==> config.mk <==
export PLATFORM = sky130hd
export DESIGN_NAME = grid_stability_window_monitor_flat
export DESIGN_NICKNAME = d
export VERILOG_FILES = /design/src/rtl/gswm_pkg.sv /design/src/rtl/gswm_if.sv /design/src/rtl/grid_stability_window_monitor.sv /design/src/rtl/gswm_detector.sv /design/src/flat_wrapper.sv
export VERILOG_INCLUDE_DIRS = /design/src /design/src/rtl
export SDC_FILE = /design/constraint.sdc
export NUM_CORES = 2
export LEC_CHECK = 0
export BUFFER_PORTS_ARGS = -buffer_cell sky130_fd_sc_hd__buf_4
export CAP_MARGIN = 20
export CORE_ASPECT_RATIO = 2
export CORE_MARGIN = 2
export CORE_UTILIZATION = 57
export DETAILED_ROUTE_END_ITERATION = 16
export PLACE_DENSITY = 0.78
export REMOVE_ABC_BUFFERS = 1
export SLEW_MARGIN = 20
export SYNTH_ARGS = -nofsm -noshare
export SYNTH_HDL_FRONTEND = slang
export SYNTH_SLANG_ARGS = --single-unit
==> constraint.sdc <==
create_clock -name clock -period 8.3 [get_ports clock]
set_clock_uncertainty 0.2 [all_clocks]
set_input_delay 0 -clock clock [delete_from_list [all_inputs] [get_ports clock]]
set_output_delay 0 -clock clock [all_outputs]
set_load 0.01 [all_outputs]
==> src/rtl/grid_stability_window_monitor_assert.svh <==
// Assertion helpers for the monitor's top-level RTL.
`ifndef GRID_STABILITY_WINDOW_MONITOR_ASSERT_SVH
`define GRID_STABILITY_WINDOW_MONITOR_ASSERT_SVH

// Same-cycle implication, checked on every rising clock edge outside reset.
`define GSWM_ASSERT_IMP(lbl, clk, rst, ante, cons) \
   lbl: assert property (@(posedge clk) disable iff (rst) (ante) |-> (cons)) \
      else $error("gswm assertion failed");

// Next-cycle implication.
`define GSWM_ASSERT_NXT(lbl, clk, rst, ante, cons) \
   lbl: assert property (@(posedge clk) disable iff (rst) (ante) |=> (cons)) \
      else $error("gswm assertion failed");

`endif

==> src/rtl/gswm_pkg.sv <==
`timescale 1ns / 1ps
package gswm_pkg;

   localparam int TIME_W    = 24;
   localparam int ELAPSED_W = 25;
   localparam int ANGLE_W   = 24;
   localparam int VOLT_W    = 16;
   localparam int FREQ_W    = 18;
   localparam int CAUSE_W   = 3;
   localparam int CSR_IDX_W = 3;
   localparam int CSR_DAT_W = 24;

   localparam int ANGLE_LIM_W = 23;
   localparam int VOLT_LIM_W  = 15;
   localparam int FREQ_LIM_W  = 17;

   typedef logic [CAUSE_W-1:0]   cause_type;
   typedef logic [CSR_IDX_W-1:0] csr_idx_type;
   typedef logic [TIME_W-1:0]    time_type;

   // Register indexes on the configuration channel.
   localparam csr_idx_type REG_ANGLE_LIMIT     = 3'd0;
   localparam csr_idx_type REG_HIGH_VOLT_LIMIT = 3'd1;
   localparam csr_idx_type REG_HIGH_VOLT_TIME  = 3'd2;
   localparam csr_idx_type REG_LOW_VOLT_LIMIT  = 3'd3;
   localparam csr_idx_type REG_LOW_VOLT_TIME   = 3'd4;
   localparam csr_idx_type REG_HIGH_FREQ_LIMIT = 3'd5;
   localparam csr_idx_type REG_HIGH_FREQ_TIME  = 3'd6;
   localparam csr_idx_type REG_LOW_FREQ_LIMIT  = 3'd7;

   // Register reset values.
   localparam logic [ANGLE_LIM_W-1:0] ANGLE_LIMIT_RST     = 23'd18000;
   localparam logic [VOLT_LIM_W-1:0]  HIGH_VOLT_LIMIT_RST = 15'd11000;
   localparam time_type               HIGH_VOLT_TIME_RST  = 24'd5000;
   localparam logic [VOLT_LIM_W-1:0]  LOW_VOLT_LIMIT_RST  = 15'd7500;
   localparam time_type               LOW_VOLT_TIME_RST   = 24'd5000;
   localparam logic [FREQ_LIM_W-1:0]  HIGH_FREQ_LIMIT_RST = 17'd51000;
   localparam time_type               HIGH_FREQ_TIME_RST  = 24'd5000;
   localparam logic [FREQ_LIM_W-1:0]  LOW_FREQ_LIMIT_RST  = 17'd49000;

   // First-cause codes.
   localparam cause_type CAUSE_NONE      = 3'd0;
   localparam cause_type CAUSE_ANGLE     = 3'd1;
   localparam cause_type CAUSE_LOW_VOLT  = 3'd2;
   localparam cause_type CAUSE_HIGH_VOLT = 3'd3;
   localparam cause_type CAUSE_LOW_FREQ  = 3'd4;
   localparam cause_type CAUSE_HIGH_FREQ = 3'd5;

   typedef struct packed {
      logic                     first_row;
      logic [TIME_W-1:0]        time_stamp;
      logic signed [ANGLE_W-1:0] angle_spread;
      logic signed [VOLT_W-1:0] lowest_volt;
      logic signed [VOLT_W-1:0] highest_volt;
      logic signed [FREQ_W-1:0] lowest_freq;
      logic signed [FREQ_W-1:0] highest_freq;
   } row_type;

   // Per-row control handed to each duration detector.
   typedef struct packed {
      logic advance;
      logic clear;
      logic violating;
   } det_ctrl_type;

endpackage

==> src/rtl/gswm_if.sv <==
`timescale 1ns / 1ps
interface gswm_req_if;
   import gswm_pkg::*;
   logic                      valid;
   logic                      ready;
   logic                      first_row;
   logic [TIME_W-1:0]         time_stamp;
   logic signed [ANGLE_W-1:0] angle_spread;
   logic signed [VOLT_W-1:0]  lowest_volt;
   logic signed [VOLT_W-1:0]  highest_volt;
   logic signed [FREQ_W-1:0]  lowest_freq;
   logic signed [FREQ_W-1:0]  highest_freq;

   modport source (output valid, first_row, time_stamp, angle_spread, lowest_volt,
                   highest_volt, lowest_freq, highest_freq, input ready);
   modport sink (input valid, first_row, time_stamp, angle_spread, lowest_volt,
                 highest_volt, lowest_freq, highest_freq, output ready);
endinterface

interface gswm_rsp_if;
   import gswm_pkg::*;
   logic               valid;
   logic               ready;
   logic               insecure;
   logic [CAUSE_W-1:0] cause;

   modport source (output valid, insecure, cause, input ready);
   modport sink (input valid, insecure, cause, output ready);
endinterface

interface gswm_csr_if;
   import gswm_pkg::*;
   logic                 valid;
   logic                 ready;
   logic [CSR_IDX_W-1:0] index;
   logic [CSR_DAT_W-1:0] data;

   modport source (output valid, index, data, input ready);
   modport sink (input valid, index, data, output ready);
endinterface

==> src/rtl/grid_stability_window_monitor.sv <==
`timescale 1ns / 1ps
// An accepted word enters the input register; its response comes from the verdict register.
// Throughput: one word per cycle; the input register feeds the detectors and the
// verdict register in one pass, so the only stall is a held response.
// Reset (synchronous): configuration registers return to their defaults, the
// detectors and the latched verdict clear, and both pipeline stages empty.
module grid_stability_window_monitor #(
   parameter int LOW_FREQ_TIME_LIMIT = 5000
) (
   input logic     clock,
   input logic     reset,
   gswm_req_if.sink   req_ch,
   gswm_rsp_if.source rsp_ch,
   gswm_csr_if.sink   csr_ch
);
   import gswm_pkg::*;

   `include "grid_stability_window_monitor_assert.svh"

   localparam time_type LF_ALLOWED = TIME_W'(LOW_FREQ_TIME_LIMIT);

   logic [ANGLE_LIM_W-1:0] angle_limit_ff;
   logic [VOLT_LIM_W-1:0]  high_volt_limit_ff, low_volt_limit_ff;
   time_type               high_volt_time_ff, low_volt_time_ff, high_freq_time_ff;
   logic [FREQ_LIM_W-1:0]  high_freq_limit_ff, low_freq_limit_ff;

   row_type   row_ff, row_in;
   logic      row_valid_ff, row_valid_in;
   logic      rsp_valid_ff, rsp_valid_in;
   logic      verdict_ff, verdict_in;
   cause_type cause_ff, cause_in;
   logic      fire;

   logic [ANGLE_W-1:0] ang_mag;
   logic [VOLT_W-1:0]  lv_mag, hv_mag;
   logic [FREQ_W-1:0]  lf_mag, hf_mag;
   logic               angle_hit;
   logic [3:0]         det_viol, det_over;
   det_ctrl_type       det_ctrl [4];
   time_type           det_allowed [4];
   logic               verdict_eff;

   // Configuration channel.
   assign csr_ch.ready = 1'b1;

   always_ff @(posedge clock) begin
      if (reset) begin
         angle_limit_ff     <= ANGLE_LIMIT_RST;
         high_volt_limit_ff <= HIGH_VOLT_LIMIT_RST;
         high_volt_time_ff  <= HIGH_VOLT_TIME_RST;
         low_volt_limit_ff  <= LOW_VOLT_LIMIT_RST;
         low_volt_time_ff   <= LOW_VOLT_TIME_RST;
         high_freq_limit_ff <= HIGH_FREQ_LIMIT_RST;
         high_freq_time_ff  <= HIGH_FREQ_TIME_RST;
         low_freq_limit_ff  <= LOW_FREQ_LIMIT_RST;
      end else if (csr_ch.valid) begin
         unique case (csr_ch.index)
            REG_ANGLE_LIMIT:     angle_limit_ff     <= csr_ch.data[ANGLE_LIM_W-1:0];
            REG_HIGH_VOLT_LIMIT: high_volt_limit_ff <= csr_ch.data[VOLT_LIM_W-1:0];
            REG_HIGH_VOLT_TIME:  high_volt_time_ff  <= csr_ch.data[TIME_W-1:0];
            REG_LOW_VOLT_LIMIT:  low_volt_limit_ff  <= csr_ch.data[VOLT_LIM_W-1:0];
            REG_LOW_VOLT_TIME:   low_volt_time_ff   <= csr_ch.data[TIME_W-1:0];
            REG_HIGH_FREQ_LIMIT: high_freq_limit_ff <= csr_ch.data[FREQ_LIM_W-1:0];
            REG_HIGH_FREQ_TIME:  high_freq_time_ff  <= csr_ch.data[TIME_W-1:0];
            REG_LOW_FREQ_LIMIT:  low_freq_limit_ff  <= csr_ch.data[FREQ_LIM_W-1:0];
            default: ;
         endcase
      end
   end

   // The row in the input register moves on whenever the response slot is free
   // or is being emptied in this cycle.
   assign fire         = row_valid_ff && (!rsp_valid_ff || rsp_ch.ready);
   assign req_ch.ready = !row_valid_ff || fire;

   always_comb begin
      row_in.first_row    = req_ch.first_row;
      row_in.time_stamp   = req_ch.time_stamp;
      row_in.angle_spread = req_ch.angle_spread;
      row_in.lowest_volt  = req_ch.lowest_volt;
      row_in.highest_volt = req_ch.highest_volt;
      row_in.lowest_freq  = req_ch.lowest_freq;
      row_in.highest_freq = req_ch.highest_freq;
      row_valid_in = req_ch.valid ? 1'b1 : (fire ? 1'b0 : row_valid_ff);
      rsp_valid_in = fire ? 1'b1 : (rsp_ch.ready ? 1'b0 : rsp_valid_ff);
   end

   always_ff @(posedge clock) begin
      if (reset) begin
         row_valid_ff <= 1'b0;
         rsp_valid_ff <= 1'b0;
      end else begin
         row_valid_ff <= row_valid_in;
         rsp_valid_ff <= rsp_valid_in;
      end
   end

   always_ff @(posedge clock) begin
      if (req_ch.ready && req_ch.valid) begin
         row_ff <= row_in;
      end
   end

   // Magnitudes: the most negative code maps to its true unsigned size.
   always_comb begin
      ang_mag = row_ff.angle_spread[ANGLE_W-1] ? ANGLE_W'(-row_ff.angle_spread)
                                               : ANGLE_W'(row_ff.angle_spread);
      lv_mag  = row_ff.lowest_volt[VOLT_W-1] ? VOLT_W'(-row_ff.lowest_volt)
                                             : VOLT_W'(row_ff.lowest_volt);
      hv_mag  = row_ff.highest_volt[VOLT_W-1] ? VOLT_W'(-row_ff.highest_volt)
                                              : VOLT_W'(row_ff.highest_volt);
      lf_mag  = row_ff.lowest_freq[FREQ_W-1] ? FREQ_W'(-row_ff.lowest_freq)
                                             : FREQ_W'(row_ff.lowest_freq);
      hf_mag  = row_ff.highest_freq[FREQ_W-1] ? FREQ_W'(-row_ff.highest_freq)
                                              : FREQ_W'(row_ff.highest_freq);

      angle_hit   = ang_mag >= ANGLE_W'(angle_limit_ff);
      det_viol[0] = lv_mag < VOLT_W'(low_volt_limit_ff);
      det_viol[1] = hv_mag > VOLT_W'(high_volt_limit_ff);
      det_viol[2] = lf_mag < FREQ_W'(low_freq_limit_ff);
      det_viol[3] = hf_mag > FREQ_W'(high_freq_limit_ff);

      det_allowed[0] = low_volt_time_ff;
      det_allowed[1] = high_volt_time_ff;
      det_allowed[2] = LF_ALLOWED;
      det_allowed[3] = high_freq_time_ff;
   end

   // Detector order: low volt, high volt, low freq, high freq.
   for (genvar d = 0; d < 4; d++) begin : g_det
      assign det_ctrl[d] = '{advance: fire, clear: row_ff.first_row,
                             violating: det_viol[d]};
      gswm_detector u_det (
         .clock      (clock),
         .reset      (reset),
         .ctrl       (det_ctrl[d]),
         .time_stamp (row_ff.time_stamp),
         .allowed    (det_allowed[d]),
         .over       (det_over[d])
      );
   end

   // Verdict latch; the lowest cause code wins within one row.
   always_comb begin
      verdict_eff = verdict_ff & ~row_ff.first_row;
      verdict_in  = verdict_eff;
      cause_in    = row_ff.first_row ? CAUSE_NONE : cause_ff;
      if (!verdict_eff) begin
         verdict_in = 1'b1;
         if (angle_hit) begin
            cause_in = CAUSE_ANGLE;
         end else if (det_over[0]) begin
            cause_in = CAUSE_LOW_VOLT;
         end else if (det_over[1]) begin
            cause_in = CAUSE_HIGH_VOLT;
         end else if (det_over[2]) begin
            cause_in = CAUSE_LOW_FREQ;
         end else if (det_over[3]) begin
            cause_in = CAUSE_HIGH_FREQ;
         end else begin
            verdict_in = 1'b0;
            cause_in   = CAUSE_NONE;
         end
      end
   end

   always_ff @(posedge clock) begin
      if (reset) begin
         verdict_ff <= 1'b0;
         cause_ff   <= CAUSE_NONE;
      end else if (fire) begin
         verdict_ff <= verdict_in;
         cause_ff   <= cause_in;
      end
   end

   // The verdict register doubles as the response payload: it only changes
   // when a new row moves into the response slot.
   assign rsp_ch.valid    = rsp_valid_ff;
   assign rsp_ch.insecure = verdict_ff;
   assign rsp_ch.cause    = cause_ff;

   `GSWM_ASSERT_IMP(a_cause_matches_verdict, clock, reset, rsp_valid_ff,
                    verdict_ff == (cause_ff != CAUSE_NONE))
   `GSWM_ASSERT_NXT(a_verdict_latches, clock, reset,
                    fire && verdict_ff && !row_ff.first_row,
                    verdict_ff && (cause_ff == $past(cause_ff)))
   `GSWM_ASSERT_NXT(a_stalled_row_kept, clock, reset, row_valid_ff && !fire,
                    row_valid_ff && rsp_valid_ff)

endmodule

==> src/rtl/gswm_detector.sv <==
`timescale 1ns / 1ps
module gswm_detector (
   input  logic                   clock,
   input  logic                   reset,
   input  gswm_pkg::det_ctrl_type ctrl,
   input  gswm_pkg::time_type     time_stamp,
   input  gswm_pkg::time_type     allowed,
   output logic                   over
);
   import gswm_pkg::*;

   localparam logic [ELAPSED_W-1:0] ELAPSED_MAX = '1;

   logic                 active_ff, active_in;
   logic [TIME_W-1:0]    last_ff, last_in;
   logic [ELAPSED_W-1:0] elapsed_ff, elapsed_in;

   logic                 act_eff;
   logic [TIME_W-1:0]    last_eff;
   logic [ELAPSED_W-1:0] elapsed_eff;
   logic [ELAPSED_W:0]   sum;

   always_comb begin
      // A first row starts the case from a cleared detector.
      act_eff     = active_ff & ~ctrl.clear;
      last_eff    = ctrl.clear ? '0 : last_ff;
      elapsed_eff = ctrl.clear ? '0 : elapsed_ff;
      sum = {1'b0, elapsed_eff} + (ELAPSED_W+1)'(time_stamp - last_eff);

      active_in  = 1'b0;
      last_in    = '0;
      elapsed_in = '0;
      if (ctrl.violating) begin
         active_in = 1'b1;
         last_in   = time_stamp;
         if (!act_eff) begin
            elapsed_in = '0;
         end else if (time_stamp > last_eff) begin
            elapsed_in = sum[ELAPSED_W] ? ELAPSED_MAX : sum[ELAPSED_W-1:0];
         end else begin
            elapsed_in = elapsed_eff;
         end
      end
      over = ctrl.violating && (elapsed_in > {1'b0, allowed});
   end

   always_ff @(posedge clock) begin
      if (reset) begin
         active_ff  <= 1'b0;
         last_ff    <= '0;
         elapsed_ff <= '0;
      end else if (ctrl.advance) begin
         active_ff  <= active_in;
         last_ff    <= last_in;
         elapsed_ff <= elapsed_in;
      end
   end

endmodule
==> src/flat_wrapper.sv <==
// flat-port wrapper written by rule: the top's interface ports become plain ports
module grid_stability_window_monitor_flat import gswm_pkg::*;
#(
   parameter int LOW_FREQ_TIME_LIMIT = 5000
)
  (clock, reset, req_ch_valid, req_ch_first_row, req_ch_time_stamp, req_ch_angle_spread, req_ch_lowest_volt, req_ch_highest_volt, req_ch_lowest_freq, req_ch_highest_freq, req_ch_ready, rsp_ch_valid, rsp_ch_insecure, rsp_ch_cause, rsp_ch_ready, csr_ch_valid, csr_ch_index, csr_ch_data, csr_ch_ready);
  gswm_req_if req_ch_i ();
  gswm_rsp_if rsp_ch_i ();
  gswm_csr_if csr_ch_i ();
  input logic clock;
  input logic reset;
  input wire logic [$bits(req_ch_i.valid)-1:0] req_ch_valid;
  input wire logic [$bits(req_ch_i.first_row)-1:0] req_ch_first_row;
  input wire logic [$bits(req_ch_i.time_stamp)-1:0] req_ch_time_stamp;
  input wire logic [$bits(req_ch_i.angle_spread)-1:0] req_ch_angle_spread;
  input wire logic [$bits(req_ch_i.lowest_volt)-1:0] req_ch_lowest_volt;
  input wire logic [$bits(req_ch_i.highest_volt)-1:0] req_ch_highest_volt;
  input wire logic [$bits(req_ch_i.lowest_freq)-1:0] req_ch_lowest_freq;
  input wire logic [$bits(req_ch_i.highest_freq)-1:0] req_ch_highest_freq;
  output wire logic [$bits(req_ch_i.ready)-1:0] req_ch_ready;
  output wire logic [$bits(rsp_ch_i.valid)-1:0] rsp_ch_valid;
  output wire logic [$bits(rsp_ch_i.insecure)-1:0] rsp_ch_insecure;
  output wire logic [$bits(rsp_ch_i.cause)-1:0] rsp_ch_cause;
  input wire logic [$bits(rsp_ch_i.ready)-1:0] rsp_ch_ready;
  input wire logic [$bits(csr_ch_i.valid)-1:0] csr_ch_valid;
  input wire logic [$bits(csr_ch_i.index)-1:0] csr_ch_index;
  input wire logic [$bits(csr_ch_i.data)-1:0] csr_ch_data;
  output wire logic [$bits(csr_ch_i.ready)-1:0] csr_ch_ready;
  assign req_ch_i.valid = req_ch_valid;
  assign req_ch_i.first_row = req_ch_first_row;
  assign req_ch_i.time_stamp = req_ch_time_stamp;
  assign req_ch_i.angle_spread = req_ch_angle_spread;
  assign req_ch_i.lowest_volt = req_ch_lowest_volt;
  assign req_ch_i.highest_volt = req_ch_highest_volt;
  assign req_ch_i.lowest_freq = req_ch_lowest_freq;
  assign req_ch_i.highest_freq = req_ch_highest_freq;
  assign req_ch_ready = req_ch_i.ready;
  assign rsp_ch_valid = rsp_ch_i.valid;
  assign rsp_ch_insecure = rsp_ch_i.insecure;
  assign rsp_ch_cause = rsp_ch_i.cause;
  assign rsp_ch_i.ready = rsp_ch_ready;
  assign csr_ch_i.valid = csr_ch_valid;
  assign csr_ch_i.index = csr_ch_index;
  assign csr_ch_i.data = csr_ch_data;
  assign csr_ch_ready = csr_ch_i.ready;
  grid_stability_window_monitor #(.LOW_FREQ_TIME_LIMIT(LOW_FREQ_TIME_LIMIT)) u_core (.clock(clock), .reset(reset), .req_ch(req_ch_i), .rsp_ch(rsp_ch_i), .csr_ch(csr_ch_i));
endmodule
==> out/qor.tcl <==
set qor(status) {complete, no violations}
set qor(cellPowerDensity_nw_per_um2) 158
set qor(critical_path.max_stage_delay_ps) 590
set qor(layout-area-overhead-vs-synth_pct) 18.0
set qor(dr_wl_met3_mm) 6.44
set qor(via_total_after_detailed_routing) 33000
set qor(timing.final.setup_violations) 0
set qor(mapped_cell_area_sq_um) 34300
set qor(commonest_register_cell_after_synthesis) {dfxtp_1}
set qor(fin_crit_ps) 7880
set qor(maximum_number_of_pins_on_one_net_before_global_route_repair) 135
set qor(required_ps) 8610
set qor(critical_path_depth) 33
set qor(place_hpwl_mm) 74.3
set qor(io_buffer_count) 154
set qor(route.detailed.vias_per_inst) 6.09
set qor(hold-path-cell-count) 2
set qor(cts_made_buffers) 46
set qor(critical-path-top-cell-by-count) {a21oi_1}
set qor(cp.arrival_ps) 8190
set qor(cp_slowest_cell) {a2111oi_0}
set qor(relSlewSlack_pct) 25.6
set qor(clock_tree.htree_level_count) 2
set qor(setup.worst_path.class) {reg -> reg}
set qor(fp-row-count) 127
set qor(synth_async_sr_flop_share_pct) 0
set qor(cts.path.max_buffers) 3
set qor(netlist.area_leader.share_pct) 21.3
set qor(clock_sink_count) 482
set qor(placed_cells_incl_taps) 5059
set qor(tritoncts) {yes}
set qor(root_buffer) {clkbuf_16}
set qor(ys_ff_latch) 482
set qor(synthesis.instances) 4285
set qor(routed-wl-met2_mm) 53.8
set qor(die_area_sq_um) 62300
set qor(timing.hold.worst.class) {in -> reg}
set qor(nNetsFinal) 5126
set qor(count_of_nets_left_with_antenna_violations_after_detail_routing) 0
set qor(post_synth_num_cell_types) 95
set qor(grt_setup_unrepaired) {no}
set qor(routedWlPerCell_um) 20.4
set qor(hold_viol) 0
set qor(layout_worst_path_cycle_share_pct) 94.9
set qor(floorplan.die.width_um) 177
set qor(initialDrtViolationCount) 2156
set qor(routed_wl_mm) 111
set qor(crit_buf_inv) 2
set qor(p_leak_nw) 16.6
set qor(syn-mean-instance-area_sq_um) 8.01
set qor(antenna_cells_inserted) 0
set qor(die_h_um) 351
set qor(fin_cells) 5421
set qor(drc) 0
set qor(portion_of_the_post_synthesis_area_used_by_sequential_elements_pct) 31.5
set qor(timing_worst_slew_pin_value_ps) 1120
set qor(cap_viol_max_count) 0
set qor(grt-ovfl-total) 0
set qor(crit_family) {compound AO/OA/AOI/OAI gates}
set qor(clock_insertion_delay_worst_skew_ps) 610
set qor(wire_length_of_the_first_global_routing_pass_mm) 172
set qor(achievable-frequency_mhz) 127
set qor(drive_above_1_share_pct) 7.19
set qor(synth-warning-count) 0
set qor(highest-signal-layer) {met4}
set qor(end_kind) {flip-flop}
set qor(slew_viol_final) 0
set qor(gp_routability_congestion) 0.977
set qor(synth_largest_area_cell) {dfxtp_1}
set qor(ff2ff_path_depth) 33
set qor(crit_path_start_kind) {flip-flop}
set qor(io-pin-count) 156
set qor(start_util_pct) 57.4
set qor(synth_enable_flop_cells) 117
set qor(worst_hold_slack_ps) 38.8
set qor(worst_setup_hold_path_clk_slew_ps) 70
set qor(crit_path_max_fanout) 24
set qor(route.layer.met1.wl_mm) 38.5
set qor(length_of_the_first_detailed_routing_pass_in_iterations) 6
set qor(netlist_top_cells_area) {dfxtp_1 (21%), ha_1 (13%), edfxtp_1 (10%)}
set qor(grtUsageTotal_pct) 34.7
set qor(grt_antenna_before_repair) 0
set qor(grt_pass1_vias) 33100
set qor(ir_drop_v) 0.000197
set qor(design.core.area_sq_um) 59700
state kept, by name, indices dropped and copies added, names as in the netlist, 3 cells and up:
name	cells
u_core.high_freq_time_ff	24
u_core.high_freq_limit_ff	17
u_core.high_volt_time_ff	24
u_core.g_det.u_det.last_ff	96
u_core.g_det.u_det.elapsed_ff	100
u_core.low_volt_limit_ff	15
u_core.low_freq_limit_ff	17
u_core.angle_limit_ff	23
u_core.rsp_ch.cause	3
u_core.g_det.u_det.active_ff	4
u_core.high_volt_limit_ff	15
u_core.low_volt_time_ff	24
u_core.row_ff	116
routing by layer:
| layer | vias to the layer above | track usage (%) |
|---|---|---|
| li1 | 15700 | - |
| met1 | 15500 | 34.7 |
| met2 | 1287 | 60.9 |
| met3 | 507 | 5.60 |
| met4 | 0 | 32.0 |
| met5 | - | 0 |
what timing repair did:
item                       4_1_cts  5_1_grt
hold endpoints to repair       367        0
hold buffers                   275        0
setup buffers                    0        2
setup endpoints to repair        0        4
gates resized for setup          0       11
through the flow:
stage	util [%]	area, sq um	power [mW]	worst slack [ps]	TNS [ps]
floorplan	-	33500	3.49	-1490	-5570
global placement	60.4	36100	3.91	536	0
detailed placement	60.4	36100	3.94	324	0
CTS	67.7	40400	6.31	300	0
global route	67.8	40500	6.61	12.7	0
finish	67.8	40500	6.38	423	0
Yosys cell counts (117+ instances only):
| cell | instances |
|---|---|
| a21o_1 | 129 |
| a21oi_1 | 526 |
| clkbuf_1 | 163 |
| dfxtp_1 | 365 |
| edfxtp_1 | 117 |
| ha_1 | 359 |
| inv_1 | 222 |
| nand2_1 | 555 |
| nand2b_1 | 153 |
| nor2_1 | 350 |
| nor2b_1 | 149 |
| o21ai_0 | 215 |
| xnor2_1 | 184 |
cell families after synthesis:
group	after synthesis	share of synthesized area (%)
buf+inv	424	4.76
compound gates	1240	22.5
flops	482	31.5
mux	5	0.150
fa+ha+maj	367	13.6
xor+xnor	245	6.30
simple gates	1521	21.1
other cells	1	0.0109
cell type report:
class | count | area [sq um]
clock buffer | 58 | 1310
clock inverter | 27 | 303
fill | 4863 | 19300
inverter | 222 | 833
multi-input combinational | 3379 | 21900
sequential | 482 | 10800
tap | 774 | 968
timing repair buffer | 479 | 4330
report_power, final:
group          total, mW  internal (mW)  switching [mW]  leakage, nW
sequential          2.58           2.49          0.0882         4.10
combinational       1.49          0.615           0.878         11.7
clock               2.31           1.29            1.02        0.805
final timing paths:
path / startpoint / slack (ps) / endpoint
min: req_ch_first_row / 40 / u_core.det_ctrl[1]
max reg2reg: u_core.det_ctrl[1] / 420 / u_core.rsp_ch.cause[2]
min reg2reg: u_core.g_det[2].u_det.elapsed_ff[11] / 250 / u_core.g_det[2].u_det.elapsed_ff[11]
max: u_core.det_ctrl[1] / 420 / u_core.rsp_ch.cause[2]
layout by cell type, fill, tap and decap left out, types with 17 or more instances in the layout:
master         count
a211o_1           43
a211oi_1          33
a21o_1           129
a21oi_1          524
a22oi_1           30
and3_1            24
buf_4            199
clkbuf_16         50
dfxtp_1          365
dlygate4sd3_1    275
edfxtp_1         117
ha_1             359
inv_1            223
nand2_1          555
nand2b_1         152
nand3_1           79
nand3b_1          23
nand4_1           45
nor2_1           348
nor2b_1          148
nor3_1            34
o211ai_1          17
o21a_1            37
o21ai_0          212
o21bai_1          35
o31ai_1           24
or3_1             31
xnor2_1          184
xor2_1            59
No activity file was read; power rests on OpenSTA's default activity.
